===== config.mk =====
export PLATFORM = sky130hd
export DESIGN_NAME = matrix_keypad_debounce_decoder_top
export DESIGN_NICKNAME = d
export VERILOG_FILES = /design/src/rtl/core/kpd_pkg.sv /design/src/rtl/core/kpd_lane.sv /design/src/rtl/core/kpd_merge.sv /design/src/rtl/core/matrix_keypad_debounce_decoder_top.sv
export SDC_FILE = /design/constraint.sdc
export NUM_CORES = 1
export LEC_CHECK = 0
export ABC_CLOCK_PERIOD_IN_PS = 9500
export BUFFER_PORTS_ARGS = -buffer_cell sky130_fd_sc_hd__buf_4
export CAP_MARGIN = 20
export CORE_AREA = 2 2 107 160
export CTS_BUF_LIST = sky130_fd_sc_hd__clkbuf_16
export CTS_CLUSTER_DIAMETER = 150
export CTS_CLUSTER_SIZE = 40
export DETAILED_ROUTE_END_ITERATION = 16
export DIE_AREA = 0 0 109 162
export PLACE_DENSITY_LB_ADDON = 0.1
export SLEW_MARGIN = 20
export SYNTH_ARGS = -nofsm -noshare
export SYNTH_HDL_FRONTEND = slang
export SYNTH_SLANG_ARGS = --single-unit
export TNS_END_PERCENT = 100

===== constraint.sdc =====
create_clock -name clk_i -period 9.5 [get_ports clk_i]
set_input_delay 1.9 -clock clk_i [delete_from_list [all_inputs] [get_ports clk_i]]
set_output_delay 1.9 -clock clk_i [all_outputs]
set_load 0.005 [all_outputs]

===== src/rtl/core/kpd_pkg.sv =====
// ----------------------------------------------------------------------------
// kpd_pkg
// Shared types and constants of the keypad scanner: row patterns, key map,
// register indexes and the lane and result records.
// ----------------------------------------------------------------------------
package kpd_pkg;

  localparam int unsigned NumCols = 5;
  localparam int unsigned NumRows = 5;
  localparam int unsigned RowW    = 5;
  localparam int unsigned KeyW    = 8;
  localparam int unsigned RowIdxW = 3;

  // Register indexes of the configuration port
  localparam logic [0:0] CFG_SAMPLE_DELAY = 1'b0;
  localparam logic [0:0] CFG_BEEP_TICKS   = 1'b1;

  localparam logic [KeyW-1:0] SAMPLE_DELAY_RST = 8'd5;
  localparam logic [KeyW-1:0] BEEP_TICKS_RST   = 8'd2;

  // Reading of a column with exactly one row pulled low, row 0 first
  localparam logic [RowW-1:0] ROW_PAT [NumRows] = '{
    5'h1E, 5'h1D, 5'h1B, 5'h17, 5'h0F
  };

  // Character for [column][row]
  localparam logic [KeyW-1:0] KEY_MAP [NumCols][NumRows] = '{
    '{8'h30, 8'h2E, 8'h50, 8'h2B, 8'h2D},  // '0' '.' 'P' '+' '-'
    '{8'h31, 8'h32, 8'h33, 8'h78, 8'h2F},  // '1' '2' '3' 'x' '/'
    '{8'h34, 8'h35, 8'h36, 8'h3D, 8'h3E},  // '4' '5' '6' '=' '>'
    '{8'h37, 8'h38, 8'h39, 8'h5B, 8'h5D},  // '7' '8' '9' '[' ']'
    '{8'h43, 8'h42, 8'h48, 8'h46, 8'h41}   // 'C' 'B' 'H' 'F' 'A'
  };

  // What one column lane found
  typedef struct packed {
    logic               hit;
    logic [RowIdxW-1:0] row;
  } lane_res_t;

  // One result word, accepted_key in the lowest bits
  typedef struct packed {
    logic [KeyW-1:0] beep_length;
    logic            beep_start;
    logic            key_event;
    logic [KeyW-1:0] accepted_key;
  } kpd_res_t;

endpackage


===== src/rtl/core/kpd_lane.sv =====
// ----------------------------------------------------------------------------
// kpd_lane
// Decodes the row reading of one column: flags a single pressed row and
// gives its index.
// ----------------------------------------------------------------------------
module kpd_lane (
  input  logic [kpd_pkg::RowW-1:0] rows_i,
  output kpd_pkg::lane_res_t       res_o
);

  always_comb begin
    res_o = '0;
    for (int r = 0; r < kpd_pkg::NumRows; r++) begin
      if (rows_i == kpd_pkg::ROW_PAT[r]) begin
        res_o.hit = 1'b1;
        res_o.row = kpd_pkg::RowIdxW'(r);
      end
    end
  end

endmodule


===== src/rtl/core/kpd_merge.sv =====
// ----------------------------------------------------------------------------
// kpd_merge
// Combines the column lanes: the lowest column with a hit selects the key
// character, no hit gives code zero.
// ----------------------------------------------------------------------------
module kpd_merge (
  input  kpd_pkg::lane_res_t          lanes_i [kpd_pkg::NumCols],
  output logic [kpd_pkg::KeyW-1:0]    code_o
);

  always_comb begin
    code_o = '0;
    // walk from the top column down so the lowest hit wins
    for (int c = kpd_pkg::NumCols - 1; c >= 0; c--) begin
      if (lanes_i[c].hit) begin
        code_o = kpd_pkg::KEY_MAP[c][lanes_i[c].row];
      end
    end
  end

endmodule


===== src/rtl/core/matrix_keypad_debounce_decoder_top.sv =====
// ----------------------------------------------------------------------------
// matrix_keypad_debounce_decoder_top
// Keypad scanner: five column lanes decode one tick's readings in parallel,
// a merge picks the key, and a two-sample debounce accepts stable keys.
// Each result word is computed combinationally from its input word and registered in the output buffer.
// Throughput: one word per cycle while s_axis_tready_o is high; the two-entry output buffer keeps input
// open for one more word while a result waits downstream.
// Reset: asynchronous, clears the debounce state and buffer, registers
// return to sample_delay 5 and beep_ticks 2.
// ----------------------------------------------------------------------------
module matrix_keypad_debounce_decoder_top (
  input  logic        clk_i,
  input  logic        rst_ni,
  // config write port
  input  logic        cfg_we_i,
  input  logic [0:0]  cfg_addr_i,
  input  logic [7:0]  cfg_wdata_i,
  // input stream
  input  logic        s_axis_tvalid_i,
  output logic        s_axis_tready_o,
  input  logic [31:0] s_axis_tdata_i,  // rows_col0..rows_col4 (5b each), zero pad
  // result stream
  output logic        m_axis_tvalid_o,
  input  logic        m_axis_tready_i,
  output logic [23:0] m_axis_tdata_o   // accepted_key, key_event, beep_start,
                                       // beep_length, zero pad
);

  localparam int unsigned KeyW = kpd_pkg::KeyW;

  logic [KeyW-1:0] delay_q, beep_q;
  logic [KeyW-1:0] tick_q, tick_d;
  logic            phase_q, phase_d;
  logic [KeyW-1:0] first_q, first_d;
  logic [KeyW-1:0] last_q, last_d;

  kpd_pkg::lane_res_t lanes [kpd_pkg::NumCols];
  logic [KeyW-1:0]    code;

  kpd_pkg::kpd_res_t res, out_q, skid_q;
  logic              out_v_q, skid_v_q;
  logic              push, pop;
  logic [KeyW-1:0]   tick_inc;
  logic              sample, take;

  // column lanes
  for (genvar c = 0; c < kpd_pkg::NumCols; c++) begin : g_lane
    kpd_lane u_lane (
      .rows_i (s_axis_tdata_i[c*kpd_pkg::RowW +: kpd_pkg::RowW]),
      .res_o  (lanes[c])
    );
  end

  kpd_merge u_merge (
    .lanes_i (lanes),
    .code_o  (code)
  );

  assign push = s_axis_tvalid_i & s_axis_tready_o;
  assign pop  = m_axis_tvalid_o & m_axis_tready_i;

  // debounce
  always_comb begin
    tick_inc = tick_q + 8'd1;
    sample   = (tick_inc >= delay_q);
    tick_d   = sample ? '0 : tick_inc;
    phase_d  = phase_q;
    first_d  = first_q;
    last_d   = last_q;
    take     = 1'b0;
    if (sample) begin
      phase_d = ~phase_q;
      if (!phase_q) begin
        first_d = code;
      end else if (code == first_q && code != last_q) begin
        take   = 1'b1;
        last_d = code;
      end
    end
    res.accepted_key = last_d;
    res.key_event    = take & (code != '0);
    res.beep_start   = res.key_event;
    res.beep_length  = res.key_event ? beep_q : '0;
  end

  always_ff @(posedge clk_i or negedge rst_ni) begin
    if (!rst_ni) begin
      delay_q <= kpd_pkg::SAMPLE_DELAY_RST;
      beep_q  <= kpd_pkg::BEEP_TICKS_RST;
    end else if (cfg_we_i) begin
      case (cfg_addr_i)
        kpd_pkg::CFG_SAMPLE_DELAY: delay_q <= cfg_wdata_i;
        kpd_pkg::CFG_BEEP_TICKS:   beep_q  <= cfg_wdata_i;
        default: ;
      endcase
    end
  end

  always_ff @(posedge clk_i or negedge rst_ni) begin
    if (!rst_ni) begin
      tick_q  <= '0;
      phase_q <= 1'b0;
      first_q <= '0;
      last_q  <= '0;
    end else if (push) begin
      tick_q  <= tick_d;
      phase_q <= phase_d;
      first_q <= first_d;
      last_q  <= last_d;
    end
  end

  // two-entry output buffer: head register plus skid
  assign s_axis_tready_o = ~skid_v_q;
  assign m_axis_tvalid_o = out_v_q;
  assign m_axis_tdata_o  = {6'b0, out_q};

  always_ff @(posedge clk_i or negedge rst_ni) begin
    if (!rst_ni) begin
      out_v_q  <= 1'b0;
      skid_v_q <= 1'b0;
    end else begin
      if (!out_v_q || pop) begin
        out_v_q  <= skid_v_q | push;
        skid_v_q <= skid_v_q & push;
      end else if (push) begin
        skid_v_q <= 1'b1;
      end
    end
  end

  always_ff @(posedge clk_i) begin
    if (!out_v_q || pop) begin
      if (skid_v_q) begin
        out_q <= skid_q;
        if (push) skid_q <= res;
      end else if (push) begin
        out_q <= res;
      end
    end else if (push) begin
      skid_q <= res;
    end
  end

  // checks
  a_skid_needs_head: assert property (@(posedge clk_i) disable iff (!rst_ni)
    skid_v_q |-> out_v_q)
    else $error("skid entry held without head entry");

  a_event_has_key: assert property (@(posedge clk_i) disable iff (!rst_ni)
    (out_v_q && out_q.key_event) |-> (out_q.accepted_key != '0 && out_q.beep_start))
    else $error("key event without key or beep");

  a_take_updates_last: assert property (@(posedge clk_i) disable iff (!rst_ni)
    (push && take) |=> (last_q == $past(code)))
    else $error("accepted key not stored");

endmodule

# [Word level (Yosys, flattened, before mapping)]
# Memories as Yosys holds them, arrays and structs flattened.
# Cells that the tools add are included.
[word_totals] ff_bits=79 romBits=320 input_bits=46 output_inout_bits=26 word_cells=135 memories=5
[classes] n_addsub=1 magnitude_cmp=6 eq_ne=28 muxes=55 bitwise=13 n_reduce_logical=11
[mem_list] memory="(no name shown)" depth=8 word_bits=8 rd=1 rd_clocked_by_memory_dff=0 write_ports=0 line="kpd_merge.sv:16" text="code_o = kpd_pkg::KEY_MAP[c][lanes_i[c].row];"
[mem_list] memory="(no name shown)" depth=8 word_bits=8 rd=1 rd_clocked_by_memory_dff=0 write_ports=0 line="kpd_merge.sv:16"
[mem_list] memory="(no name shown)" depth=8 word_bits=8 rd=1 rd_clocked_by_memory_dff=0 write_ports=0 line="kpd_merge.sv:16"
[mem_list] memory="(no name shown)" depth=8 word_bits=8 rd=1 rd_clocked_by_memory_dff=0 write_ports=0 line="kpd_merge.sv:16"
[mem_list] memory="(no name shown)" depth=8 word_bits=8 rd=1 rd_clocked_by_memory_dff=0 write_ports=0 line="kpd_merge.sv:16"
[ops] op="$mux W8" n=20
[ops] op="$eq A5 B5 Y1 const B" n=20
[ops] op="$mux W4" n=25
[ops] op="$mux W18" n=5
[ops] op="$eq A5 B4 Y1 const B" n=5
[ops] op="$ge A4 B4 Y1 const B" n=5
[ops] op="$not A3 Y4" n=5
[ops] op="$add A8 B1 Y8 const B" n=1
[ops] op="$eq A8 B8 Y1" n=1
[ops] op="$ge A8 B8 Y1" n=1
[ops] op="$ne A8 B8 Y1" n=1
[ops] op="$reduce_and A2 Y1" n=4
[ops] op="$reduce_bool A8 Y1" n=1
[ops] op="$mux W1" n=5
[ops] op="$and A1 B1 Y1" n=4
[ops] op="$reduce_bool A2 Y1" n=2
[ops] op="$not A1 Y1" n=3
[ops] op="$reduce_and A3 Y1" n=1
[ops] op="$ne A2 B2 Y1 const B" n=1
[ops] op="$logic_and A1 B1 Y1" n=1
[ops] op="$logic_not A1 Y1" n=1
[ops] op="$logic_or A1 B1 Y1" n=1
[ops] op="$or A1 B1 Y1" n=1

# [Longest topological paths before layout]
[depth] depth_word=25 mapped_depth=16 mapped_depth_nobuf=14

# [Modules after synthesis]
# A second synthesis with hierarchy kept.
[hier_totals] cells_unflattened=460 area_unflattened_um2=4611.9
[modules_own_cells] mod="matrix_keypad_debounce_decoder_top" n_inst=1 cells_each=328 area_per_inst_um2=3756.1 seq_area_each_um2=2100.8
[modules_own_cells] mod="kpd_lane" n_inst=5 cells_each=15 area_per_inst_um2=90.1 seq_area_each_um2=0.0
[modules_own_cells] mod="kpd_merge" n_inst=1 cells_each=57 area_per_inst_um2=405.4 seq_area_each_um2=0.0

# [Least setup slack after synthesis]
# Ideal clock, no wire load.
[synth_path] path_type="input port to flip-flop" startpoint="in s_axis_tdata_i[17]" endpoint="reg last_q[0]" setup_ns=0.125 t_arrival_ns=4.741 required_time_ns=9.375 path_slack_ns=4.634 stages=11 n_path_buf=1 path_cell_list="clkbuf_1 > xor2_1 > nand4_1 > ha_1 > o32a_2 > o21ai_4 > nor2_1 > a2111oi_4 > o211ai_4 > nor3_4 > mux2_2"
[synth_between] elab_chain_len=18 elab_cells_between_ends=24 classes_between="7 x eq/ne; 14 x mux; 1 x bitwise; 1 x reduce/logical; 1 x memory"
[synth_lines] element="start: declaration" line="matrix_keypad_debounce_decoder_top.sv:21" text="input logic [31:0] s_axis_tdata_i,"
[synth_lines] element="$eq A5 B5 Y1" line="kpd_lane.sv:14" text="if (rows_i == kpd_pkg::ROW_PAT[r]) begin"
[synth_lines] element="$mux W4 (3 in a row)" line="kpd_lane.sv:14"
[synth_lines] element="$mux W4 *" line="kpd_lane.sv:14"
[synth_lines] element="$not A3 Y4 (not written as such)" line="kpd_merge.sv:16"
[synth_lines] element="$mem_v2 Z8 W8"
[synth_lines] element="$mux W8 (not written as such) (2 in a row)" line="kpd_merge.sv:16"
[synth_lines] element="$mux W8 * (4 in a row)" line="kpd_merge.sv:15" text="if (lanes_i[c].hit) begin"
[synth_lines] element="$eq A8 B8 Y1 or $ne A8 B8 Y1 (tied branches)" line="matrix_keypad_debounce_decoder_top.sv:75" text="end else if (code == first_q && code != last_q) begin"
[synth_lines] element="$logic_and A1 B1 Y1" line="matrix_keypad_debounce_decoder_top.sv:75"
[synth_lines] element="$mux W8 *" line="matrix_keypad_debounce_decoder_top.sv:75"
[synth_lines] element="$mux W8 *" line="matrix_keypad_debounce_decoder_top.sv:73" text="if (!phase_q) begin"
[synth_lines] element="$mux W8 *" line="matrix_keypad_debounce_decoder_top.sv:71" text="if (sample) begin"
[synth_lines] element="end signal: assignment" line="matrix_keypad_debounce_decoder_top.sv:109" text="last_q <= last_d;"
[synth_lines] element="end: declaration" line="matrix_keypad_debounce_decoder_top.sv:35" text="logic [KeyW-1:0] last_q, last_d;"
# Every way passes the cells marked *; elsewhere a longest branch is shown, timed or not. The select of a mux whose other input is x is not followed.
# A chain may end at the register's enable or synchronous reset.

# [Worst setup path in the final report]
[layout_path] startpoint="in s_axis_tdata_i[1]" endpoint="reg out_q, in the netlist m_axis_tdata_o[11] (data pin)"
[layout_between] elab_chain_len=19 elab_cells_between_ends=26 classes_between="7 x eq/ne; 14 x mux; 2 x bitwise; 2 x reduce/logical; 1 x memory"
[layout_lines] element="$eq A5 B5 Y1" line="kpd_lane.sv:14"
[layout_lines] element="$mux W4 (3 in a row)" line="kpd_lane.sv:14"
[layout_lines] element="$mux W4 *" line="kpd_lane.sv:14"
[layout_lines] element="$not A3 Y4 (not written as such)" line="kpd_merge.sv:16"
[layout_lines] element="$mem_v2 Z8 W8"
[layout_lines] element="$mux W8 (not written as such) (2 in a row)" line="kpd_merge.sv:16"
[layout_lines] element="$mux W8 *" line="kpd_merge.sv:15"
[layout_lines] element="$eq A8 B8 Y1 or $ne A8 B8 Y1 (tied branches)" line="matrix_keypad_debounce_decoder_top.sv:75"
[layout_lines] element="$logic_and A1 B1 Y1" line="matrix_keypad_debounce_decoder_top.sv:75"
[layout_lines] element="$mux W1" line="matrix_keypad_debounce_decoder_top.sv:75"
[layout_lines] element="$mux W1" line="matrix_keypad_debounce_decoder_top.sv:73"
[layout_lines] element="$mux W1" line="matrix_keypad_debounce_decoder_top.sv:71"
[layout_lines] element="$and A1 B1 Y1 *" line="matrix_keypad_debounce_decoder_top.sv:81" text="res.key_event = take & (code != '0);"
[layout_lines] element="$mux W8 *" line="matrix_keypad_debounce_decoder_top.sv:83" text="res.beep_length = res.key_event ? beep_q : '0;"
[layout_lines] element="$mux W18 *" line="matrix_keypad_debounce_decoder_top.sv:137" text="end else if (push) begin"
[layout_lines] element="$mux W18 *" line="matrix_keypad_debounce_decoder_top.sv:134" text="if (skid_v_q) begin"
[layout_lines] element="end signal: assignment" line="matrix_keypad_debounce_decoder_top.sv:135" text="out_q <= skid_q;"
[layout_lines] element="end signal: assignment" line="matrix_keypad_debounce_decoder_top.sv:138" text="out_q <= res;"
[layout_lines] element="end: declaration" line="matrix_keypad_debounce_decoder_top.sv:40" text="kpd_pkg::kpd_res_t res, out_q, skid_q;"
# Marks and branches as above.

==> summary.md <==
| Metric | Value |
|---|---|
| Commonest non-fill, non-tap cell in the layout | nand2_1 |
| Endpoints failing hold | 0 |
| Hold_ws | 496 ps |
| R2R depth | 13 |
| Worst setup path class | in2reg |
| Routed Antenna Nets | 0 |
| Drt total wl | 11.0 mm |
| First-pass GRT wire length | 18.5 mm |
| DR pass1 iterations | 4 |
| I/O Pins | 72 |
| Crit path time final | 4930 ps |
| Routability Congestion | 0.770 |
| Async set or reset register ratio after synthesis | 55.3% |
| YS warnings | 0 |
| Avg Vias per Cell | 4.88 |
| Initial Utilization | 29.6% |
| Peak VDD IR | 0.0820 mV |
| CTS root buf | clkbuf_16 |
| Crit path arrival time | 5080 ps |
| Skew final | 6.56 ps |
| Skew-Pair Late Insertion Delay | 330 ps |
| Setup WS pre-CTS | 4160 ps |
| CTS tree | done |
| Max-slew headroom | 35.8% |
| Crit end category | flop |
| Critical path startpoint category | primary input |
| Final setup viols | 0 |
| Final worst slack | 4570 ps |
| Worst-path clk slew | 60 ps |
| Final TNS setup | 0 ps |
| Die width | 109 um |
| NumNets Final | 602 |
| Full die area | 0.0177 sq mm |
| Post-synthesis cell type count | 70 |
| Crit share post-route | 51.9% |
| Reg-to-reg startpoint | tick_q[0] |
| # DRC | 0 |
| Leak | 2.32 nW |
| Hold buffer count at CTS | 0 |
| Power Density | 179 mW/mm^2 |
| Met2 GRT Util | 23.5% |
| Initial antenna violation count | 0 |
| Max Slew Vio Count | 0 |
| Critical path endpoint | m_axis_tdata_o[11] |
| Max Root-Sink Buffers | 2 |
| F_max | 0.203 GHz |
| Detailed placement HPWL | 8.59 mm |
| Fillcell total | 1676 |
| Register area share after synthesis | 43.3% |
| Routed vias | 3683 |
| Commonest non-fill, non-tap cells in the layout | nand2_1 (64), buf_4 (59), dfrtp_1 (39) |
| Grt met3 use | 1.77% |
| Vias in the first global route | 3644 |
| RSZ-0062 raised after global routing | false |
| Total gr overflow | 0 |
| Critical R2R Capture | m_axis_tdata_o[11] |
| Overall die height | 162 um |
| # Post-CTS Setup Buffers | 0 |
| Number of synthesized flops with an enable pin | 34 |
| H-tree Lvls | 3 |
| CTS buffer count | 9 |
| Max FO, Critical Path | 18 |
| DR WL/cell | 14.6 um |
| Area grow syn2layout | 16.7% |
| Port Buffers | 58 |
| Synthesized cell area | 0.00480 sq mm |
| Core area | 0.0162 sq mm |
| Worst Setup SP | s_axis_tdata_i[1] |
| Resized Gates After CTS | 0 |
| Mean Syn Cell Area | 9.58 sq um |
| Outcome | completed |
| Layout cell share with drive strength beyond 1 | 21.5% |
| Max-cap violations | 0 |
| DR iter-0 viols | 133 |
| Ant. Diodes | 0 |
| # clock sinks | 76 |
| Worst min-delay path category | reg2reg |
| Row count | 57 |
| Gr busiest metal | met2 |
| Pin count of the biggest net entering global routing | 43 |
| Flop-to-flop setup slack | 5400 ps |
| Crit path required time | 9650 ps |
| Post-Synthesis Cells | 501 |
| Global Route Usage Sum | 13.3% |
| Post-synth top flop | dfrtp_1 |
| GRT met1 Usage | 16.2% |
| FF+latch count, synth | 76 |
| Worst-Margin Slew | 962 ps |
## cell usage after synthesis (6+ instances only)
cell type / instances / area [sq um]
ha_1: 12 / 150
o21ai_0: 32 / 160
nand2b_1: 8 / 50.1
edfxtp_1: 34 / 1020
nor2_1: 34 / 128
nand3_1: 18 / 90.1
nand4_1: 6 / 37.5
buf_4: 14 / 105
o31ai_1: 15 / 113
nor2b_1: 8 / 50.1
dfrtp_1: 39 / 976
mux2_2: 21 / 236
inv_1: 29 / 109
xnor2_1: 22 / 193
xor2_1: 12 / 105
a21oi_1: 19 / 95.1
and3_1: 8 / 50.1
clkbuf_1: 10 / 37.5
nor3_1: 9 / 45.0
nand2_1: 64 / 240
## layer usage
metal,vias up,share of wire [%]
met5,-,0
met4,0,1.6
met3,11,2.8
met2,73,52
met1,1737,43
li1,1862,-
## metrics by stage
step                      util, %  total power [mW]  cell area (sq um)  std cells
after floorplan                 -             0.622               4820        506
final                        34.6              1.00               5600        755
after global placement       32.9             0.702               5330        739
after detailed placement     32.9             0.706               5330        739
after CTS                    34.6              1.02               5600        755
after global routing         34.6              1.07               5600        755
## sequential cells by signal (all words and copies together), names as in the netlist
signal / flops
skid_q: 17
beep_q: 8
phase_q: 1
m_axis_tvalid_o: 1
skid_v_q: 1
delay_q: 8
first_q: 7
tick_q: 8
last_q: 8
m_axis_tdata_o: 17
## how the worst min path moves through the flow
stage / start / endpoint / slack (ps) / cells past startpoint
final: phase_q / phase_q / 500 / 1
after global routing: phase_q / phase_q / 520 / 1
after CTS: phase_q / phase_q / 500 / 1
after detailed placement: phase_q / phase_q / 490 / 1
after global placement: tick_q[7] / tick_q[7] / 490 / 2
after floorplan: phase_q / phase_q / 470 / 1
## cell type report
cell class                 count  area [sq um]  area share, %
tap                          206           258           4.60
clock inverter                 7          41.3          0.737
sequential                    76          2080           37.1
clock buffer                   9           225           4.02
inverter                      29           109           1.94
multi-input combinational    369          2450           43.7
timing repair buffer          59           443           7.91
## critical path: stages
cell	delay, ps
buf_4	150
xnor2_1	160
o22ai_1	170
or2_1	370
and3_1	220
a2111oi_0	350
nor4bb_1	410
o2111a_1	330
o211a_1	410
nand3_4	270
o31ai_1	310
## power by group
group | internal, mW | switching, mW | leakage, nW
combinational | 0.114 | 0.155 | 1.35
sequential | 0.392 | 0.0341 | 0.836
clock | 0.175 | 0.135 | 0.135
## kinds of logic after synthesis
kind of cell / Yosys count / share of synthesized area [%]
and+or+nand+nor: 181 / 19.1
xor gates and xnor gates: 34 / 6.21
DFF: 76 / 43.3
adders and majority gates: 12 / 3.13
muxes: 25 / 5.76
AOI/OAI and AO/OA: 111 / 16.3
other: 1 / 0.0782
buffers and inverters: 61 / 6.15
Power figures use the tool's default switching activity.
